<file path="config.mk">
export PLATFORM = sky130hd
export DESIGN_NAME = display_mode_best_picker_flat
export DESIGN_NICKNAME = d
export VERILOG_FILES = /design/src/rtl/dmbp_pkg.sv /design/src/rtl/dmbp_if.sv /design/src/rtl/dmbp_cfg_regs.sv /design/src/rtl/dmbp_ratio_unit.sv /design/src/rtl/display_mode_best_picker.sv /design/src/flat_wrapper.sv
export SDC_FILE = /design/constraint.sdc
export NUM_CORES = 1
export LEC_CHECK = 0
export ABC_AREA = 1
export BUFFER_PORTS_ARGS = -buffer_cell sky130_fd_sc_hd__buf_2
export CAP_MARGIN = 10
export CORE_MARGIN = 2
export CORE_UTILIZATION = 50
export CTS_BUF_LIST = sky130_fd_sc_hd__clkbuf_16
export DETAILED_ROUTE_END_ITERATION = 10
export PLACE_DENSITY = 0.66
export SYNTH_ARGS = -nofsm -noshare
export SYNTH_HDL_FRONTEND = slang
export SYNTH_SLANG_ARGS = --single-unit
</file>
<file path="constraint.sdc">
create_clock -name clk -period 11.2 [get_ports clk]
set_clock_uncertainty 0.15 [all_clocks]
set_input_delay 2.24 -clock clk [delete_from_list [all_inputs] [get_ports clk]]
set_output_delay 2.24 -clock clk [all_outputs]
set_load 0.01 [all_outputs]
</file>
<file path="src/rtl/dmbp_pkg.sv">
`timescale 1ns / 1ps

package dmbp_pkg;

    localparam int RATIO_FRAC_BITS = 16;

    localparam int RES_W    = 13;
    localparam int RATE_W   = 10;
    localparam int MM_W     = 12;
    localparam int ID_W     = 32;
    localparam int MARGIN_W = 16;
    localparam int PROD_W   = RES_W + MM_W;

    localparam int CFG_DATA_W = 32;
    localparam int CFG_ADDR_W = 5;

    localparam logic [RES_W-1:0]    WANTED_WIDTH_RST  = RES_W'(768);
    localparam logic [RES_W-1:0]    WANTED_HEIGHT_RST = RES_W'(432);
    localparam logic [RATE_W-1:0]   WANTED_RATE_RST   = RATE_W'(60);
    localparam logic [RES_W-1:0]    WIDTH_CAP_RST     = RES_W'(1920);
    localparam logic [MARGIN_W-1:0] ASPECT_MARGIN_RST = MARGIN_W'(6554);

    typedef enum logic [2:0] {
        REG_WANTED_WIDTH  = 3'd0,
        REG_WANTED_HEIGHT = 3'd1,
        REG_WANTED_RATE   = 3'd2,
        REG_WIDTH_CAP     = 3'd3,
        REG_ASPECT_MARGIN = 3'd4
    } reg_index_t;

    typedef struct packed {
        logic               connected;
        logic [RES_W-1:0]   mode_width;
        logic [RES_W-1:0]   mode_height;
        logic [RATE_W-1:0]  mode_rate;
        logic               preferred;
        logic [MM_W-1:0]    panel_width_mm;
        logic [MM_W-1:0]    panel_height_mm;
        logic [ID_W-1:0]    connector_ident;
        logic [ID_W-1:0]    encoder_ident;
        logic               last_mode;
    } mode_t;

    typedef struct packed {
        logic               found;
        logic [RES_W-1:0]   chosen_width;
        logic [RES_W-1:0]   chosen_height;
        logic [RATE_W-1:0]  chosen_rate;
        logic [ID_W-1:0]    chosen_connector;
        logic [ID_W-1:0]    chosen_encoder;
        logic [MM_W-1:0]    chosen_width_mm;
        logic [MM_W-1:0]    chosen_height_mm;
    } choice_t;

    typedef struct packed {
        logic [RES_W-1:0]    wanted_width;
        logic [RES_W-1:0]    wanted_height;
        logic [RATE_W-1:0]   wanted_rate;
        logic [RES_W-1:0]    width_cap;
        logic [MARGIN_W-1:0] aspect_margin;
    } cfg_t;

    typedef struct packed {
        logic [RES_W-1:0]  width;
        logic [RES_W-1:0]  height;
        logic [RATE_W-1:0] rate;
        logic              preferred;
        logic [MM_W-1:0]   width_mm;
        logic [MM_W-1:0]   height_mm;
        logic [ID_W-1:0]   connector;
        logic [ID_W-1:0]   encoder;
    } best_t;

    typedef struct packed {
        logic [RES_W-1:0] width;
        logic [RES_W-1:0] height;
        logic [MM_W-1:0]  width_mm;
        logic [MM_W-1:0]  height_mm;
    } ratio_operands_t;

    typedef enum logic [2:0] {
        R_IDLE,
        R_MUL_NUM,
        R_MUL_DEN,
        R_SETUP,
        R_DIV,
        R_DONE
    } ratio_state_t;

    typedef enum logic [2:0] {
        S_IDLE,
        S_EVAL,
        S_BEST,
        S_NEW,
        S_FINISH
    } pick_state_t;

endpackage

</file>
<file path="src/rtl/dmbp_if.sv">
`timescale 1ns / 1ps

interface dmbp_mode_if;
    logic            valid;
    logic            ready;
    dmbp_pkg::mode_t data;

    modport source (output valid, output data, input ready);
    modport sink (input valid, input data, output ready);
endinterface

interface dmbp_choice_if;
    logic              valid;
    logic              ready;
    dmbp_pkg::choice_t data;

    modport source (output valid, output data, input ready);
    modport sink (input valid, input data, output ready);
endinterface

</file>
<file path="src/rtl/dmbp_cfg_regs.sv">
`timescale 1ns / 1ps

module dmbp_cfg_regs
(
    input  logic                                clk,
    input  logic                                rst_n,
    input  logic                                psel,
    input  logic                                penable,
    input  logic                                pwrite,
    input  logic [dmbp_pkg::CFG_ADDR_W-1:0]     paddr,
    input  logic [dmbp_pkg::CFG_DATA_W-1:0]     pwdata,
    output logic [dmbp_pkg::CFG_DATA_W-1:0]     prdata,
    output logic                                pready,
    output dmbp_pkg::cfg_t                      cfg
);

    dmbp_pkg::cfg_t         cfg_reg;
    dmbp_pkg::cfg_t         cfg_next;
    dmbp_pkg::reg_index_t   index;
    logic                   wr_en;

    assign index  = dmbp_pkg::reg_index_t'(paddr[dmbp_pkg::CFG_ADDR_W-1:2]);
    assign wr_en  = psel & penable & pwrite;
    assign pready = 1'b1;
    assign cfg    = cfg_reg;

    always_comb
    begin
        cfg_next = cfg_reg;
        if (wr_en)
        begin
            case (index)
                dmbp_pkg::REG_WANTED_WIDTH:
                    cfg_next.wanted_width = pwdata[dmbp_pkg::RES_W-1:0];
                dmbp_pkg::REG_WANTED_HEIGHT:
                    cfg_next.wanted_height = pwdata[dmbp_pkg::RES_W-1:0];
                dmbp_pkg::REG_WANTED_RATE:
                    cfg_next.wanted_rate = pwdata[dmbp_pkg::RATE_W-1:0];
                dmbp_pkg::REG_WIDTH_CAP:
                    cfg_next.width_cap = pwdata[dmbp_pkg::RES_W-1:0];
                dmbp_pkg::REG_ASPECT_MARGIN:
                    cfg_next.aspect_margin = pwdata[dmbp_pkg::MARGIN_W-1:0];
                default:
                    cfg_next = cfg_reg;
            endcase
        end
    end

    always_comb
    begin
        case (index)
            dmbp_pkg::REG_WANTED_WIDTH:
                prdata = dmbp_pkg::CFG_DATA_W'(cfg_reg.wanted_width);
            dmbp_pkg::REG_WANTED_HEIGHT:
                prdata = dmbp_pkg::CFG_DATA_W'(cfg_reg.wanted_height);
            dmbp_pkg::REG_WANTED_RATE:
                prdata = dmbp_pkg::CFG_DATA_W'(cfg_reg.wanted_rate);
            dmbp_pkg::REG_WIDTH_CAP:
                prdata = dmbp_pkg::CFG_DATA_W'(cfg_reg.width_cap);
            dmbp_pkg::REG_ASPECT_MARGIN:
                prdata = dmbp_pkg::CFG_DATA_W'(cfg_reg.aspect_margin);
            default:
                prdata = '0;
        endcase
    end

    always_ff @(posedge clk or negedge rst_n)
    begin
        if (!rst_n)
        begin
            cfg_reg.wanted_width  <= dmbp_pkg::WANTED_WIDTH_RST;
            cfg_reg.wanted_height <= dmbp_pkg::WANTED_HEIGHT_RST;
            cfg_reg.wanted_rate   <= dmbp_pkg::WANTED_RATE_RST;
            cfg_reg.width_cap     <= dmbp_pkg::WIDTH_CAP_RST;
            cfg_reg.aspect_margin <= dmbp_pkg::ASPECT_MARGIN_RST;
        end
        else
        begin
            cfg_reg <= cfg_next;
        end
    end

endmodule

</file>
<file path="src/rtl/dmbp_ratio_unit.sv">
`timescale 1ns / 1ps

module dmbp_ratio_unit
#(
    parameter int RATIO_FRAC_BITS = dmbp_pkg::RATIO_FRAC_BITS,
    localparam int SCORE_W = 8 + RATIO_FRAC_BITS
)
(
    input  logic                        clk,
    input  logic                        rst_n,
    input  logic                        start,
    input  dmbp_pkg::ratio_operands_t   operands,
    output logic                        done,
    output logic [SCORE_W-1:0]          score
);

    localparam int PROD_W = dmbp_pkg::PROD_W;
    localparam int CNT_W  = $clog2(SCORE_W);

    dmbp_pkg::ratio_state_t state_reg, state_next;

    logic [PROD_W-1:0]  num_reg, num_next;
    logic [PROD_W-1:0]  den_reg, den_next;
    logic [PROD_W-1:0]  rem_reg, rem_next;
    logic [SCORE_W-1:0] bits_reg, bits_next;
    logic [SCORE_W-1:0] quo_reg, quo_next;
    logic [CNT_W-1:0]   cnt_reg, cnt_next;

    logic [dmbp_pkg::RES_W-1:0] mul_a;
    logic [dmbp_pkg::MM_W-1:0]  mul_b;
    logic [PROD_W-1:0]          prod;
    logic [PROD_W-1:0]          hi;
    logic [PROD_W-1:0]          lo;
    logic                       saturate;
    logic [PROD_W:0]            shifted;
    logic                       fits;
    logic [PROD_W:0]            diff;

    // one multiplier: width * height_mm first, then height * width_mm
    assign mul_a = (state_reg == dmbp_pkg::R_MUL_NUM) ? operands.width : operands.height;
    assign mul_b = (state_reg == dmbp_pkg::R_MUL_NUM) ? operands.height_mm
                                                       : operands.width_mm;
    assign prod  = PROD_W'(mul_a) * PROD_W'(mul_b);

    assign hi = (num_reg >= den_reg) ? num_reg : den_reg;
    assign lo = (num_reg >= den_reg) ? den_reg : num_reg;

    // quotient overflows Q8.F exactly when hi >= 256 * lo
    assign saturate = (lo == '0) || ({8'b0, hi} >= {lo, 8'b0});

    // restoring division, one quotient bit per cycle; den_reg holds the divisor
    assign shifted = {rem_reg, bits_reg[SCORE_W-1]};
    assign fits    = shifted >= {1'b0, den_reg};
    assign diff    = shifted - {1'b0, den_reg};

    assign done  = (state_reg == dmbp_pkg::R_DONE);
    assign score = quo_reg;

    always_comb
    begin
        state_next = state_reg;
        num_next   = num_reg;
        den_next   = den_reg;
        rem_next   = rem_reg;
        bits_next  = bits_reg;
        quo_next   = quo_reg;
        cnt_next   = cnt_reg;
        case (state_reg)
            dmbp_pkg::R_IDLE:
            begin
                if (start)
                begin
                    state_next = dmbp_pkg::R_MUL_NUM;
                end
            end
            dmbp_pkg::R_MUL_NUM:
            begin
                num_next   = prod;
                state_next = dmbp_pkg::R_MUL_DEN;
            end
            dmbp_pkg::R_MUL_DEN:
            begin
                den_next   = prod;
                state_next = dmbp_pkg::R_SETUP;
            end
            dmbp_pkg::R_SETUP:
            begin
                if (saturate)
                begin
                    quo_next   = '1;
                    state_next = dmbp_pkg::R_DONE;
                end
                else
                begin
                    // hi >> 8 is already below the divisor
                    den_next   = lo;
                    rem_next   = PROD_W'(hi >> 8);
                    bits_next  = {hi[7:0], {RATIO_FRAC_BITS{1'b0}}};
                    cnt_next   = CNT_W'(SCORE_W - 1);
                    state_next = dmbp_pkg::R_DIV;
                end
            end
            dmbp_pkg::R_DIV:
            begin
                rem_next  = fits ? diff[PROD_W-1:0] : shifted[PROD_W-1:0];
                bits_next = {bits_reg[SCORE_W-2:0], 1'b0};
                quo_next  = {quo_reg[SCORE_W-2:0], fits};
                cnt_next  = cnt_reg - CNT_W'(1);
                if (cnt_reg == '0)
                begin
                    state_next = dmbp_pkg::R_DONE;
                end
            end
            dmbp_pkg::R_DONE:
            begin
                state_next = dmbp_pkg::R_IDLE;
            end
            default:
            begin
                state_next = dmbp_pkg::R_IDLE;
            end
        endcase
    end

    always_ff @(posedge clk or negedge rst_n)
    begin
        if (!rst_n)
        begin
            state_reg <= dmbp_pkg::R_IDLE;
        end
        else
        begin
            state_reg <= state_next;
        end
    end

    always_ff @(posedge clk)
    begin
        num_reg  <= num_next;
        den_reg  <= den_next;
        rem_reg  <= rem_next;
        bits_reg <= bits_next;
        quo_reg  <= quo_next;
        cnt_reg  <= cnt_next;
    end

endmodule

</file>
<file path="src/rtl/display_mode_best_picker.sv">
`timescale 1ns / 1ps

// Keeps the best connected display mode out of a list offered one candidate per
// transfer and hands out the choice (found = 0 and all fields zero if nothing
// connected was seen) in one transfer after the candidate marked last_mode,
// then starts over. One candidate is taken at a time. A disconnected candidate
// or one settled by rate, size, width cap, preferred flag or plain size is
// decided in S_EVAL. When the aspect test is needed, one shared multiply/divide
// unit scores the current best and then the candidate, each pass with its two
// multiplies, a setup step and a restoring divide (setup ends it on a zero or
// overflowing ratio). The choice waits in an output register; a last
// candidate that finds it still full holds there until it is taken. Registers
// sit at byte address 4*i: wanted_width, wanted_height, wanted_rate, width_cap,
// aspect_margin (Q0.16).
module display_mode_best_picker
#(
    parameter int RATIO_FRAC_BITS = dmbp_pkg::RATIO_FRAC_BITS
)
(
    input  logic                            clk,
    input  logic                            rst_n,
    dmbp_mode_if.sink                       mode_in,
    dmbp_choice_if.source                   choice_out,
    input  logic                            psel,
    input  logic                            penable,
    input  logic                            pwrite,
    input  logic [dmbp_pkg::CFG_ADDR_W-1:0] paddr,
    input  logic [dmbp_pkg::CFG_DATA_W-1:0] pwdata,
    output logic [dmbp_pkg::CFG_DATA_W-1:0] prdata,
    output logic                            pready
);

    localparam int SCORE_W = 8 + RATIO_FRAC_BITS;
    localparam int MARGIN_W = dmbp_pkg::MARGIN_W;

    dmbp_pkg::cfg_t cfg;

    dmbp_pkg::pick_state_t state_reg, state_next;
    dmbp_pkg::mode_t       cand_reg, cand_next;
    logic                  have_best_reg, have_best_next;
    dmbp_pkg::best_t       best_reg, best_next;
    logic [SCORE_W-1:0]    best_score_reg, best_score_next;
    logic                  out_valid_reg, out_valid_next;
    dmbp_pkg::choice_t     out_data_reg, out_data_next;

    logic                       ratio_start;
    logic                       ratio_done;
    logic [SCORE_W-1:0]         ratio_score;
    dmbp_pkg::ratio_operands_t  ratio_ops;

    logic best_rate_ok, new_rate_ok;
    logic best_small, new_small;
    logic best_capped, new_capped;
    logic rank_decided, rank_win;
    logic size_win;
    logic aspect_on;
    logic aspect_win, aspect_lose;
    logic take_new;
    logic load_out;
    logic out_free;

    logic [MARGIN_W+RATIO_FRAC_BITS-1:0] margin_full;
    logic [RATIO_FRAC_BITS-1:0]          margin;
    logic [SCORE_W:0]                    best_plus_m;
    logic [SCORE_W:0]                    new_plus_m;

    dmbp_cfg_regs u_cfg_regs
    (
        .clk     (clk),
        .rst_n   (rst_n),
        .psel    (psel),
        .penable (penable),
        .pwrite  (pwrite),
        .paddr   (paddr),
        .pwdata  (pwdata),
        .prdata  (prdata),
        .pready  (pready),
        .cfg     (cfg)
    );

    always_comb
    begin
        if (state_reg == dmbp_pkg::S_NEW)
        begin
            ratio_ops.width     = cand_reg.mode_width;
            ratio_ops.height    = cand_reg.mode_height;
            ratio_ops.width_mm  = cand_reg.panel_width_mm;
            ratio_ops.height_mm = cand_reg.panel_height_mm;
        end
        else
        begin
            ratio_ops.width     = best_reg.width;
            ratio_ops.height    = best_reg.height;
            ratio_ops.width_mm  = best_reg.width_mm;
            ratio_ops.height_mm = best_reg.height_mm;
        end
    end

    dmbp_ratio_unit #(.RATIO_FRAC_BITS(RATIO_FRAC_BITS)) u_ratio_unit
    (
        .clk      (clk),
        .rst_n    (rst_n),
        .start    (ratio_start),
        .operands (ratio_ops),
        .done     (ratio_done),
        .score    (ratio_score)
    );

    // ranking rules ahead of the aspect test
    assign best_rate_ok = (best_reg.rate == cfg.wanted_rate);
    assign new_rate_ok  = (cand_reg.mode_rate == cfg.wanted_rate);
    assign best_small   = (best_reg.width < cfg.wanted_width)
                       || (best_reg.height < cfg.wanted_height);
    assign new_small    = (cand_reg.mode_width < cfg.wanted_width)
                       || (cand_reg.mode_height < cfg.wanted_height);
    assign best_capped  = (best_reg.width <= cfg.width_cap);
    assign new_capped   = (cand_reg.mode_width <= cfg.width_cap);

    always_comb
    begin
        rank_decided = 1'b1;
        rank_win     = 1'b1;
        if (!have_best_reg)
        begin
            rank_win = 1'b1;
        end
        else if (best_rate_ok != new_rate_ok)
        begin
            rank_win = new_rate_ok;
        end
        else if (best_small != new_small)
        begin
            rank_win = best_small;
        end
        else if (best_capped != new_capped)
        begin
            rank_win = new_capped;
        end
        else if (best_reg.preferred != cand_reg.preferred)
        begin
            rank_win = cand_reg.preferred;
        end
        else
        begin
            rank_decided = 1'b0;
        end
    end

    assign size_win = (cand_reg.mode_width != best_reg.width)
                    ? (cand_reg.mode_width > best_reg.width)
                    : (cand_reg.mode_height > best_reg.height);

    assign aspect_on = ((best_reg.width != cand_reg.mode_width)
                     || (best_reg.height != cand_reg.mode_height))
                    && (best_reg.width_mm != '0) && (best_reg.height_mm != '0)
                    && (cand_reg.panel_width_mm != '0)
                    && (cand_reg.panel_height_mm != '0);

    // margin rescaled from Q0.16 to Q0.F, truncating
    assign margin_full = {cfg.aspect_margin, {RATIO_FRAC_BITS{1'b0}}};
    assign margin      = margin_full[MARGIN_W+RATIO_FRAC_BITS-1:MARGIN_W];
    assign best_plus_m = {1'b0, best_score_reg} + (SCORE_W+1)'(margin);
    assign new_plus_m  = {1'b0, ratio_score} + (SCORE_W+1)'(margin);
    assign aspect_win  = ({1'b0, best_score_reg} > new_plus_m);
    assign aspect_lose = ({1'b0, ratio_score} > best_plus_m);

    assign out_free = !out_valid_reg || choice_out.ready;

    always_comb
    begin
        state_next      = state_reg;
        cand_next       = cand_reg;
        best_score_next = best_score_reg;
        mode_in.ready   = 1'b0;
        ratio_start     = 1'b0;
        take_new        = 1'b0;
        load_out        = 1'b0;
        case (state_reg)
            dmbp_pkg::S_IDLE:
            begin
                mode_in.ready = 1'b1;
                if (mode_in.valid)
                begin
                    cand_next  = mode_in.data;
                    state_next = dmbp_pkg::S_EVAL;
                end
            end
            dmbp_pkg::S_EVAL:
            begin
                if (!cand_reg.connected)
                begin
                    state_next = dmbp_pkg::S_FINISH;
                end
                else if (rank_decided)
                begin
                    take_new   = rank_win;
                    state_next = dmbp_pkg::S_FINISH;
                end
                else if (!aspect_on)
                begin
                    take_new   = size_win;
                    state_next = dmbp_pkg::S_FINISH;
                end
                else
                begin
                    state_next = dmbp_pkg::S_BEST;
                end
            end
            dmbp_pkg::S_BEST:
            begin
                ratio_start = 1'b1;
                if (ratio_done)
                begin
                    best_score_next = ratio_score;
                    state_next      = dmbp_pkg::S_NEW;
                end
            end
            dmbp_pkg::S_NEW:
            begin
                ratio_start = 1'b1;
                if (ratio_done)
                begin
                    if (aspect_win)
                    begin
                        take_new = 1'b1;
                    end
                    else if (aspect_lose)
                    begin
                        take_new = 1'b0;
                    end
                    else
                    begin
                        take_new = size_win;
                    end
                    state_next = dmbp_pkg::S_FINISH;
                end
            end
            dmbp_pkg::S_FINISH:
            begin
                if (!cand_reg.last_mode)
                begin
                    state_next = dmbp_pkg::S_IDLE;
                end
                else if (out_free)
                begin
                    load_out   = 1'b1;
                    state_next = dmbp_pkg::S_IDLE;
                end
            end
            default:
            begin
                state_next = dmbp_pkg::S_IDLE;
            end
        endcase
    end

    // best is all zero whenever have_best is clear, so the result needs no masking
    always_comb
    begin
        have_best_next = have_best_reg;
        best_next      = best_reg;
        if (take_new)
        begin
            have_best_next      = 1'b1;
            best_next.width     = cand_reg.mode_width;
            best_next.height    = cand_reg.mode_height;
            best_next.rate      = cand_reg.mode_rate;
            best_next.preferred = cand_reg.preferred;
            best_next.width_mm  = cand_reg.panel_width_mm;
            best_next.height_mm = cand_reg.panel_height_mm;
            best_next.connector = cand_reg.connector_ident;
            best_next.encoder   = cand_reg.encoder_ident;
        end
        else if (load_out)
        begin
            have_best_next = 1'b0;
            best_next      = '0;
        end
    end

    always_comb
    begin
        out_data_next  = out_data_reg;
        out_valid_next = out_valid_reg;
        if (load_out)
        begin
            out_valid_next                 = 1'b1;
            out_data_next.found            = have_best_reg;
            out_data_next.chosen_width     = best_reg.width;
            out_data_next.chosen_height    = best_reg.height;
            out_data_next.chosen_rate      = best_reg.rate;
            out_data_next.chosen_connector = best_reg.connector;
            out_data_next.chosen_encoder   = best_reg.encoder;
            out_data_next.chosen_width_mm  = best_reg.width_mm;
            out_data_next.chosen_height_mm = best_reg.height_mm;
        end
        else if (choice_out.ready)
        begin
            out_valid_next = 1'b0;
        end
    end

    assign choice_out.valid = out_valid_reg;
    assign choice_out.data  = out_data_reg;

    always_ff @(posedge clk or negedge rst_n)
    begin
        if (!rst_n)
        begin
            state_reg     <= dmbp_pkg::S_IDLE;
            have_best_reg <= 1'b0;
            best_reg      <= '0;
            out_valid_reg <= 1'b0;
        end
        else
        begin
            state_reg     <= state_next;
            have_best_reg <= have_best_next;
            best_reg      <= best_next;
            out_valid_reg <= out_valid_next;
        end
    end

    always_ff @(posedge clk)
    begin
        cand_reg       <= cand_next;
        best_score_reg <= best_score_next;
        out_data_reg   <= out_data_next;
    end

`ifndef SYNTHESIS
    a_empty_best_is_zero: assert property (@(posedge clk) disable iff (!rst_n)
        !have_best_reg |-> (best_reg == '0))
        else $error("best mode holds data with no mode taken");

    a_load_only_when_free: assert property (@(posedge clk) disable iff (!rst_n)
        load_out |-> (!out_valid_reg || choice_out.ready))
        else $error("pending choice overwritten");

    a_cleared_after_emit: assert property (@(posedge clk) disable iff (!rst_n)
        load_out |=> (!have_best_reg && out_valid_reg))
        else $error("state not cleared after the choice was loaded");

    a_ratio_done_when_asked: assert property (@(posedge clk) disable iff (!rst_n)
        ratio_done |-> (state_reg == dmbp_pkg::S_BEST || state_reg == dmbp_pkg::S_NEW))
        else $error("ratio unit finished outside an aspect pass");
`endif

endmodule

</file>
<file path="src/flat_wrapper.sv">
// flat-port wrapper written by rule: the top's interface ports become plain ports
module display_mode_best_picker_flat 
#(
    parameter int RATIO_FRAC_BITS = dmbp_pkg::RATIO_FRAC_BITS
)
  (clk, rst_n, psel, penable, pwrite, paddr, pwdata, prdata, pready, mode_in_valid, mode_in_data, mode_in_ready, choice_out_valid, choice_out_data, choice_out_ready);
  dmbp_mode_if mode_in_i ();
  dmbp_choice_if choice_out_i ();
  input  logic clk;
  input  logic rst_n;
  input  logic psel;
  input  logic penable;
  input  logic pwrite;
  input  logic [dmbp_pkg::CFG_ADDR_W-1:0] paddr;
  input  logic [dmbp_pkg::CFG_DATA_W-1:0] pwdata;
  output logic [dmbp_pkg::CFG_DATA_W-1:0] prdata;
  output logic pready;
  input wire logic [$bits(mode_in_i.valid)-1:0] mode_in_valid;
  input wire logic [$bits(mode_in_i.data)-1:0] mode_in_data;
  output wire logic [$bits(mode_in_i.ready)-1:0] mode_in_ready;
  output wire logic [$bits(choice_out_i.valid)-1:0] choice_out_valid;
  output wire logic [$bits(choice_out_i.data)-1:0] choice_out_data;
  input wire logic [$bits(choice_out_i.ready)-1:0] choice_out_ready;
  assign mode_in_i.valid = mode_in_valid;
  assign mode_in_i.data = mode_in_data;
  assign mode_in_ready = mode_in_i.ready;
  assign choice_out_valid = choice_out_i.valid;
  assign choice_out_data = choice_out_i.data;
  assign choice_out_i.ready = choice_out_ready;
  display_mode_best_picker #(.RATIO_FRAC_BITS(RATIO_FRAC_BITS)) u_core (.clk(clk), .rst_n(rst_n), .mode_in(mode_in_i), .choice_out(choice_out_i), .psel(psel), .penable(penable), .pwrite(pwrite), .paddr(paddr), .pwdata(pwdata), .prdata(prdata), .pready(pready));
endmodule
</file>
Word-level counts from Yosys, hierarchy flattened. Index checks and enable logic that the tools add are counted.

Register bits after elaboration: 602. Input bits: 171. Output and inout port bits: 160. Logic and storage cells: 187.

$add $sub $neg: 4. Multipliers: 1. $lt $le $gt $ge: 13. Equal/unequal tests: 30. Muxes and demuxes: 59. Bitwise operators: 2. Reduce and logical (&&, ||, !) cells: 36.

Operators by type and width (count): two-way mux 125 bit (2); two-way mux 25 bit (5); one-hot mux 25 bit (2 select lines) (2); one-hot mux 24 bit (2 select lines) (2); one-hot mux 16 bit (5 select lines) (1); less-than comparator 13 bit (4); adder 24 x 16 -> 25 bit (2); greater-than comparator 24 x 25 -> 1 bit (2); two-way mux 50 bit (1); two-way mux 24 bit (2); nonzero test 12 bit (4); inequality test 13 bit (3); greater-or-equal comparator 25 x 33 -> 1 bit (1); two-way mux 3 bit (10); one-hot mux 3 bit (5 select lines) (2); two-way mux 1 bit (27); greater-or-equal comparator 26 x 25 -> 1 bit (1); greater-than comparator 13 bit (2); <= comparator 13 bit (2); greater-or-equal comparator 25 bit (1); logical NOT 25 bit (1); multiplier 13 x 12 -> 25 bit (1); subtractor 25 bit (1); AND reduction 2 bit (11); other kinds (23) (55).

Depth between registers and ports, before layout. Gate-level depths: netlist (run 1).

Depth in word-level cells: 11. Gate-level depth with buffers: 36. Depth with buffers taken out: 33.

Hierarchy. A second synthesis (run 1) with hierarchy kept.

Cell total of the unflattened synthesis: 4053. Area total of the unflattened synthesis: 37034.3 um2.

By module, submodules not included: display_mode_best_picker (instances 1, cells an instance 2029, area each 20584.7 um2, seq. area each 11541.1 um2); dmbp_ratio_unit (instances 1, cells an instance 1622, area each 13002.5 um2, seq. area each 3438.3 um2); dmbp_cfg_regs (instances 1, cells an instance 402, area each 3447.1 um2, seq. area each 1652.8 um2).

Least setup slack after synthesis (run 1). Ideal clock, no wire load.

Kind: input-to-reg. Start point: input mode_in_valid. End point: register u_core.cand_reg[0] in the netlist's numbering, enable pin. Setup time: 769 ps. Arrival: 10809 ps. Required time: 10281 ps. Slack: -528 ps. Cell stages on the path: 2. Path buffers: 0. Cell sequence: inv_1 > nor3_1.

Cells in the longest elaborated chain, start to end: 1.

RTL lines: from (decl) (RTL line flat_wrapper.sv:18) `input wire logic [$bits(mode_in_i.valid)-1:0] mode_in_valid;`; AND reduction 2 bit (no source line); to (signal assigned) (RTL line display_mode_best_picker.sv:326) `cand_reg <= cand_next;`; to (decl) (RTL line display_mode_best_picker.sv:39) `dmbp_pkg::mode_t cand_reg, cand_next;`.

Every way passes these cells. A chain may end at the register's enable or synchronous reset.

Final worst setup path (run 1).
Start point: register u_core.state_reg[1]. End point: register u_core.u_ratio_unit.den_reg[24], data pin.

Cells in the longest elaborated chain, start to end: 5. Elaborated cells on any way between the ends: 6. Classes of those cells: mul (1); eq/ne (1); mux (4).

RTL lines: from (decl) (RTL line display_mode_best_picker.sv:38) `dmbp_pkg::pick_state_t state_reg, state_next;`; from (signal assigned) (RTL line display_mode_best_picker.sv:310) `state_reg <= dmbp_pkg::S_IDLE;`; from (signal assigned) (RTL line display_mode_best_picker.sv:317) `state_reg <= state_next;`; equality test 3 x 2 -> 1 bit (*) (RTL line display_mode_best_picker.sv:83) `if (state_reg == dmbp_pkg::S_NEW)`; two-way mux 50 bit (*) (RTL line display_mode_best_picker.sv:83); two-way mux 13 bit or two-way mux 12 bit (tied branches) (RTL line dmbp_ratio_unit.sv:40, dmbp_ratio_unit.sv:41); multiplier 13 x 12 -> 25 bit (*) (RTL line dmbp_ratio_unit.sv:43) `assign prod = PROD_W'(mul_a) * PROD_W'(mul_b);`; named net u_core.u_ratio_unit.prod[24] (RTL line dmbp_ratio_unit.sv:31) `logic [PROD_W-1:0] prod;`; one-hot mux 25 bit (2 select lines) (*) (RTL line dmbp_ratio_unit.sv:68) `case (state_reg)`; named net u_core.u_ratio_unit.den_next[24] (RTL line dmbp_ratio_unit.sv:23) `logic [PROD_W-1:0] den_reg, den_next;`; to (signal assigned) (RTL line dmbp_ratio_unit.sv:140) `den_reg <= den_next;`; to (decl) (RTL line dmbp_ratio_unit.sv:23).

Mark *: on every way through the listed nets, which the timed path passes. The rest lies on a longest branch.

==> results of run 1 <==
## layout make-up
class	count	share of cell area, %
Antenna cell	10	0.0619
Clock buffer	70	4.33
Clock inverter	52	1.44
Inverter	447	4.16
Multi-Input combinational cell	2627	41.7
Sequential cell	586	41.1
Tap cell	950	2.94
Timing Repair Buffer	325	4.23
## logic make-up (layout without fill, tap and decap cells)
group,after synthesis,count (layout)
flip-flops,586,586
other,2,27
AND/OR/NAND/NOR,1548,1548
AO/OA/AOI/OAI,541,541
XOR/XNOR,96,96
adder cells (fa/ha/maj),425,425
buffers and inverters,583,894
## synthesized netlist by cell type (all sizes together), types with 11 or more instances
cell      n  area share (%)
edfxtp  388              33
nor2    224             2.4
ha      312              11
nand2   932             9.8
a21oi   202             2.8
a21o     16            0.34
xnor2    42             1.0
nand4   178             3.1
o21ai   239             3.3
nor3     37            0.53
dfrtp   177              12
a32oi    25            0.70
nand3    62            0.90
inv     444             4.7
fa      113             6.3
xor2     54             1.3
a221oi   12            0.29
dfstp    21             1.5
nor4     24            0.44
buf      67             1.1
or2      81             1.4
clkbuf   69            0.72
a31oi    11            0.19
## cells in the final DEF, fill, tap and decap left out, types with 8 or more instances in the layout
master      count
xor2_1         54
inv_1         441
nand2_1       927
dfrtp_1       177
nor2_1        220
nand4_1       178
diode_2        10
a21o_1         16
or2_2          71
clkinvlp_4      8
buf_4          30
a31oi_1        11
a21oi_1       202
a32oi_1        21
fa_1          113
o21ai_0       229
conb_1         17
nor4_1         23
dfstp_2        21
nor3_1         33
clkinv_1       15
edfxtp_1      388
o21ai_1        10
a221oi_1       12
clkbuf_16      70
buf_2         294
inv_2          11
ha_1          312
xnor2_1        42
nand3_1        60
## stage by stage
stage / std cells / worst slack, ns
3_5_place_dp: 4935 / 2.99
5_1_grt: 5063 / 2.32
2_1_floorplan: 3796 / 2.29
4_1_cts: 5057 / 2.95
6_report: 5067 / 2.97
3_3_place_gp: 4935 / 3.02
## critical path, stage by stage (launching register included)
cell      delay, ns
dfrtp_1        0.45
inv_1          0.13
nor2_2         0.12
buf_4          0.37
inv_2          0.46
or2_2          0.42
a32oi_1        0.64
clkinv_1       0.50
nand2_1        0.19
fa_1           0.46
fa_1           0.55
inv_1          0.06
fa_1           0.50
fa_1           0.54
inv_1          0.05
fa_1           0.52
inv_1          0.04
ha_1           0.34
a21o_1         0.18
inv_1          0.06
o21ai_0        0.07
nor2_1         0.18
o21ai_0        0.17
a21oi_1        0.31
o21ai_0        0.15
xor2_1         0.17
nand2_1        0.07
o21ai_0        0.08
## layer usage
| metal | GRT usage [%] | vias up |
|---|---|---|
| li1 | - | 13328 |
| met1 | 36.0 | 13116 |
| met2 | 40.5 | 895 |
| met3 | 6.09 | 193 |
| met4 | 8.91 | 10 |
| met5 | 0 | - |
## worst min path at each step
| stage | slack (ns) | start | depth (start not counted) | to |
|---|---|---|---|---|
| 2_1_floorplan | 0.28 | u_core.best_reg[0]$_DFFE_PN0P_ | 0 | u_core.choice_out.data[24]$_DFFE_PP_ |
| 3_3_place_gp | 0.28 | u_core.best_reg[10]$_DFFE_PN0P_ | 0 | u_core.choice_out.data[34]$_DFFE_PP_ |
| 3_5_place_dp | 0.28 | u_core.best_reg[12]$_DFFE_PN0P_ | 0 | u_core.choice_out.data[36]$_DFFE_PP_ |
| 4_1_cts | 0.29 | u_core.cand_reg[13]$_DFFE_PP_ | 2 | u_core.best_reg[12]$_DFFE_PN0P_ |
| 5_1_grt | 0.30 | u_core.best_reg[44]$_DFFE_PN0P_ | 0 | u_core.choice_out.data[68]$_DFFE_PP_ |
| 6_report | 0.29 | u_core.cand_reg[13]$_DFFE_PP_ | 2 | u_core.best_reg[12]$_DFFE_PN0P_ |
==> results.md, run 1 <==
* Status: finished clean
* Setup TNS at 0 ns
* Per-cell routed wire length at roughly 19 um
* I/O pin cnt at ~330
* Synth Instances at approximately 3800
* Post-route ant nets at 0
* Register area share after synthesis at a little under half
* Multi-input logic area at roughly 17000 sq um
* Yosys reg bits at approximately 600
* Site Rows at 98
* Hold slack at 0.290 ns
* Max-Cap Viols at 0
* Post-synth EDFFs at 388
* Number of global-route vias before repair at around 27000
* WP data required at roughly 11 ns
* First-pass GRT wire length at roughly 150000 um
* Critical setup path kind: reg -> reg
* Core area at 71100 sq um
* H-tree depth at 3
* Synth Area in Compound Gates at 8.47%
* Clock transition at path regs at roughly 0.060 ns
* Synth Area in Simple Gates at a little under a fifth
* HPWL Detailed at between 70000 and 80000 um
* CTS root buf: clkbuf_16
* Vias per inst at 5.44
* Initial antenna violation count at 14
* Cts hold-fix bufs at 0
* Layout cells sized above 1 at between 10 and 15%
* Post-CTS sizing at 0
* Final core occ at 56.9%
* # fillers at between 6000 and 7000
* Number of flip-flops in the largest register at ~130
* Final Setup Violations at 0
* Routed WL at roughly 96000 um
* Post-Synth Adder-Cell Area at 17.3%
* Starting Density at between 50% and 60%
* Worst-skew pair later-pin latency at 0.64 ns
* Post-DP Area at 38100 sq um
* Nets@finish at approximately 4700
* Largest net degree at the start of global routing at 93
* Reg2reg start: u_core.state_reg[1]$_DFFE_PN0P_
* Cell area after layout at between 40000 and 50000 sq um
* Die Width at approximately 270 um
* Worst Reg2Reg Path Length in Cells at 27
* Worst Tran Pin Value at about 1.1 ns
* Via count at about 28000
* Initial DRT Pass Iterations at 6
* PortBufs at between 200 and 300
* Setup crit start: u_core.state_reg[1]$_DFFE_PN0P_
* Met2 WL at roughly 43000 um
* Met1 WL at between 40000 and 50000 um
* Arrival time of the worst setup path at between 8 and 9 ns
* Num CTS Buffers at 67
* Post-synthesis cell type count at 56
* Crit Reg-Reg Endpoint: u_core.u_ratio_unit.den_reg[24]$_DFFE_PP_
* Avg Inst Size Synth at between 9 and 10 sq um
* Clock buffer depth at 3
* Tcrit/Tclk final at between 70% and 80%
* Final hold violation count at 0
* Crit path to: u_core.u_ratio_unit.den_reg[24]$_DFFE_PP_
* Asr flop ratio synth at around a third
* F_max at roughly 0.12 GHz
* Critical path endpoint category: register
* Syn-to-layout area delta at 13.1%
* RSZ-0062 raised after global routing: false
* Register Area at 16600 sq um
* # DRC at 0
* Max_slew headroom at approximately a quarter
* Initial DRC count at 2185
* Met3 wire len at roughly 7900 um
* Hold WC Path Type: reg -> reg
* Critical Path Source Type: register
* Synth Warn # at 0
* R2R setup slack at roughly 3.0 ns
* Final GP Congestion at between 0.9 and 1
* Mapped Area at roughly 36000 sq um
* Remaining Overflow, GRT at 0
* CP max FO at 64
* Max-slew violations at 0
* Setup Buffers After CTS at 0
* Total die area at 73600 sq um
* Largest family of logic cells by synthesized area: simple AND/OR/NAND/NOR gates
* Mux contribution to synthesized area at 0%
* Uppermost routed layer: met5
* Min cycle time layout at a little over 8 ns
* Post-synthesis xor/xnor area fraction at 2.35%
* CTS tree: built
* Die H at 271 um
* Total GRT Usage at between 20% and 30%
* Top FF cell, synth: edfxtp_1
* Sink Count at roughly 600
Power of run 1 is left out: the tool's default activity adds up to more than one toggle a clock period on the data nets, which glitch-free logic cannot reach.
==> run 2, diff against run 1 <==
--- a/config.mk
+++ b/config.mk
@@ -12,7 +12,7 @@
 export CORE_UTILIZATION = 50
 export CTS_BUF_LIST = sky130_fd_sc_hd__clkbuf_16
 export DETAILED_ROUTE_END_ITERATION = 10
-export PLACE_DENSITY = 0.66
+export PLACE_DENSITY = 0.69
 export SYNTH_ARGS = -nofsm -noshare
 export SYNTH_HDL_FRONTEND = slang
 export SYNTH_SLANG_ARGS = --single-unit
==> constraint.sdc (replaced) <==
create_clock -name clk -period 6.94 [get_ports clk]
set_clock_uncertainty 0.15 [all_clocks]
set_input_delay 1.388 -clock clk [delete_from_list [all_inputs] [get_ports clk]]
set_output_delay 1.388 -clock clk [all_outputs]
set_load 0.01 [all_outputs]
==> run 2 against run 1 <==
Compared with the run above: register-to-register slack got worse by 2.6 ns; die area did not move; worst hold slack got worse by 0.0033 ns; sequential share of layout area fell by 0.41 points; critical path type unchanged.
==> results.md, run 2 (synthesized netlist as in run 1, its figures left out) <==
* Status: finished clean
* CP max FO at 40 (-38%)
* Critical setup path kind: reg -> reg
* Die Width at 271 um (unchanged)
* Cts hold-fix bufs at 0 (unchanged)
* Worst Tran Pin Value at 1.08 ns (-0.0275 ns)
* Starting Density at 50.3% (unchanged)
* Worst-skew pair later-pin latency at 0.66 ns (+0.02 ns)
* Sink Count at 586 (unchanged)
* Core area at 71100 sq um (unchanged)
* RSZ-0062 raised after global routing: true
* Max_slew headroom at 28.2% (+1.8 points)
* Most used cell, CP: inv_1
* Final Setup Violations at 0 (unchanged)
* Placed Cells incl. Taps at 4976 (+0.83%)
* Largest net degree at the start of global routing at 123 (+32%)
* Nets@finish at 4697 (+1.0%)
* Worst Reg2Reg Path Length in Cells at 29 (+7.4%)
* Via count at 27733 (+0.69%)
* Final GP Congestion at 0.933 (+1.0%)
* Number of global-route vias before repair at 27005 (+0.67%)
* Initial antenna violation count at 17 (+3)
* Arrival time of the worst setup path at 6.77 ns (-1.67 ns)
* Fin cells at 5114 (+0.93%)
* Hold WC Path Type: reg -> reg
* Total GRT Usage at 26.2% (+0.17 points)
* H-tree depth at 3 (unchanged)
* Remaining Overflow, GRT at 0 (unchanged)
* Max-Cap Viols at 0 (unchanged)
* Site Rows at 98 (unchanged)
* Routed WL at 96000 um (+0.14%)
* F_max at 0.152 GHz (+25%)
* CTS root buf: clkbuf_16
* I/O pin cnt at 331 (unchanged)
* Leading cell type in the layout, fill and taps excluded: nand2_1
* Total die area at 73600 sq um (unchanged)
* CP max-delay cell: fa_1
* Tcrit/Tclk final at 94.7% (+21 points)
* Slowest stage delay, CP at 0.55 ns (-0.09 ns)
* Hold path depth at 0 (-2)
* PortBufs at 295 (unchanged)
* HPWL Detailed at 71200 um (+1.2%)
* Syn-to-layout area delta at 14.3%
* # DRC at 0 (unchanged)
* Critical Path Source Type: register
* Max-slew violations at 0 (unchanged)
* Clock buffer depth at 3 (unchanged)
* Post-route ant nets at 0 (unchanged)
* Initial DRT Pass Iterations at 6 (unchanged)
* CTS tree: built
* Commonest cells after routing, fill and taps aside: nand2_1 (928), inv_1 (444), edfxtp_1 (388), ha_1 (312), buf_2 (294)
* Initial DRC count at 2475 (+13%)
* Min cycle time layout at 6.57 ns (-1.66 ns)
* Per-cell routed wire length at 18.8 um (-0.78%)
* First-pass GRT wire length at 152000 um (+0.53%)
* Vias per inst at 5.42 (-0.23%)
* Num CTS Buffers at 68 (+1.5%)
* Clock transition at path regs at 0.07 ns (about the same)
* WP data required at 7.14 ns (-4.27 ns)
* Critical path endpoint category: register
* Final hold violation count at 0 (unchanged)
* Layout cells sized above 1 at 14.5% (+1.0 points)
* Number of flip-flops in the largest register at 127 (unchanged)
* Die H at 271 um (unchanged)
run 2: metrics by stage:
step	cell area [sq um]	util (%)	hold slack [ns]	setup slack, ns	setup TNS [ns]
after floorplan	35900	-	0.275	0.0237	0
after global placement	38500	54.1	0.277	-0.0115	-0.0115
after detailed placement	38500	54.1	0.281	-0.0123	-0.0123
after CTS	40700	57.2	0.290	0.0193	0
after global routing	40800	57.4	0.296	-0.00580	-0.00580
final	40800	57.4	0.287	0.369	0
run 2: worst paths after layout:
check,slack (ns),startpoint,endpoint
worst max-delay path,0.37,u_core.state_reg[0]$_DFFE_PN0P_,u_core.u_ratio_unit.den_reg[24]$_DFFE_PP_
worst min-delay path,0.29,u_core.best_reg[9]$_DFFE_PN0P_,u_core.choice_out.data[33]$_DFFE_PP_
worst max register to register,0.37,u_core.state_reg[0]$_DFFE_PN0P_,u_core.u_ratio_unit.den_reg[24]$_DFFE_PP_
worst min register to register,0.29,u_core.best_reg[9]$_DFFE_PN0P_,u_core.choice_out.data[33]$_DFFE_PP_
max in group asynchronous,4.60,rst_n,u_core.u_cfg_regs.cfg[15]$_DFFE_PN0P_
min in group asynchronous,0.64,rst_n,u_core.best_reg[41]$_DFFE_PN0P_
run 2: critical path: cells and delay by family, from the launching register on:
family | cells | cell delay [ns]
adders and majority gates | 6 | 2.83
AOI/OAI and AO/OA | 7 | 1.00
and+or+nand+nor | 6 | 0.93
buffers and inverters | 9 | 0.85
DFF | 1 | 0.36
xor gates and xnor gates | 1 | 0.17
run 2: final cells by class:
cell class | count | area [sq um]
fill | 6215 | 30300
multi-input combinational | 2627 | 17000
sequential | 586 | 16600
timing repair buffer | 371 | 2120
clock buffer | 68 | 1700
inverter | 447 | 1690
tap | 950 | 1190
clock inverter | 58 | 517
antenna | 7 | 17.5
run 2: repair_timing:
item                       in CTS  in global routing
setup buffers                   0                  5
pin swaps                       0                  2
resized for setup               1                 19
setup endpoints to repair       1                 20
run 2: metal layers:
layer,up-vias,part of all wire (%),GRT usage (%)
li1,13438,-,-
met1,13154,43,35.6
met2,938,45,41.1
met3,187,8.3,6.48
met4,16,3.2,9.21
met5,-,0.12,0
Power of run 2 is left out for the same reason.
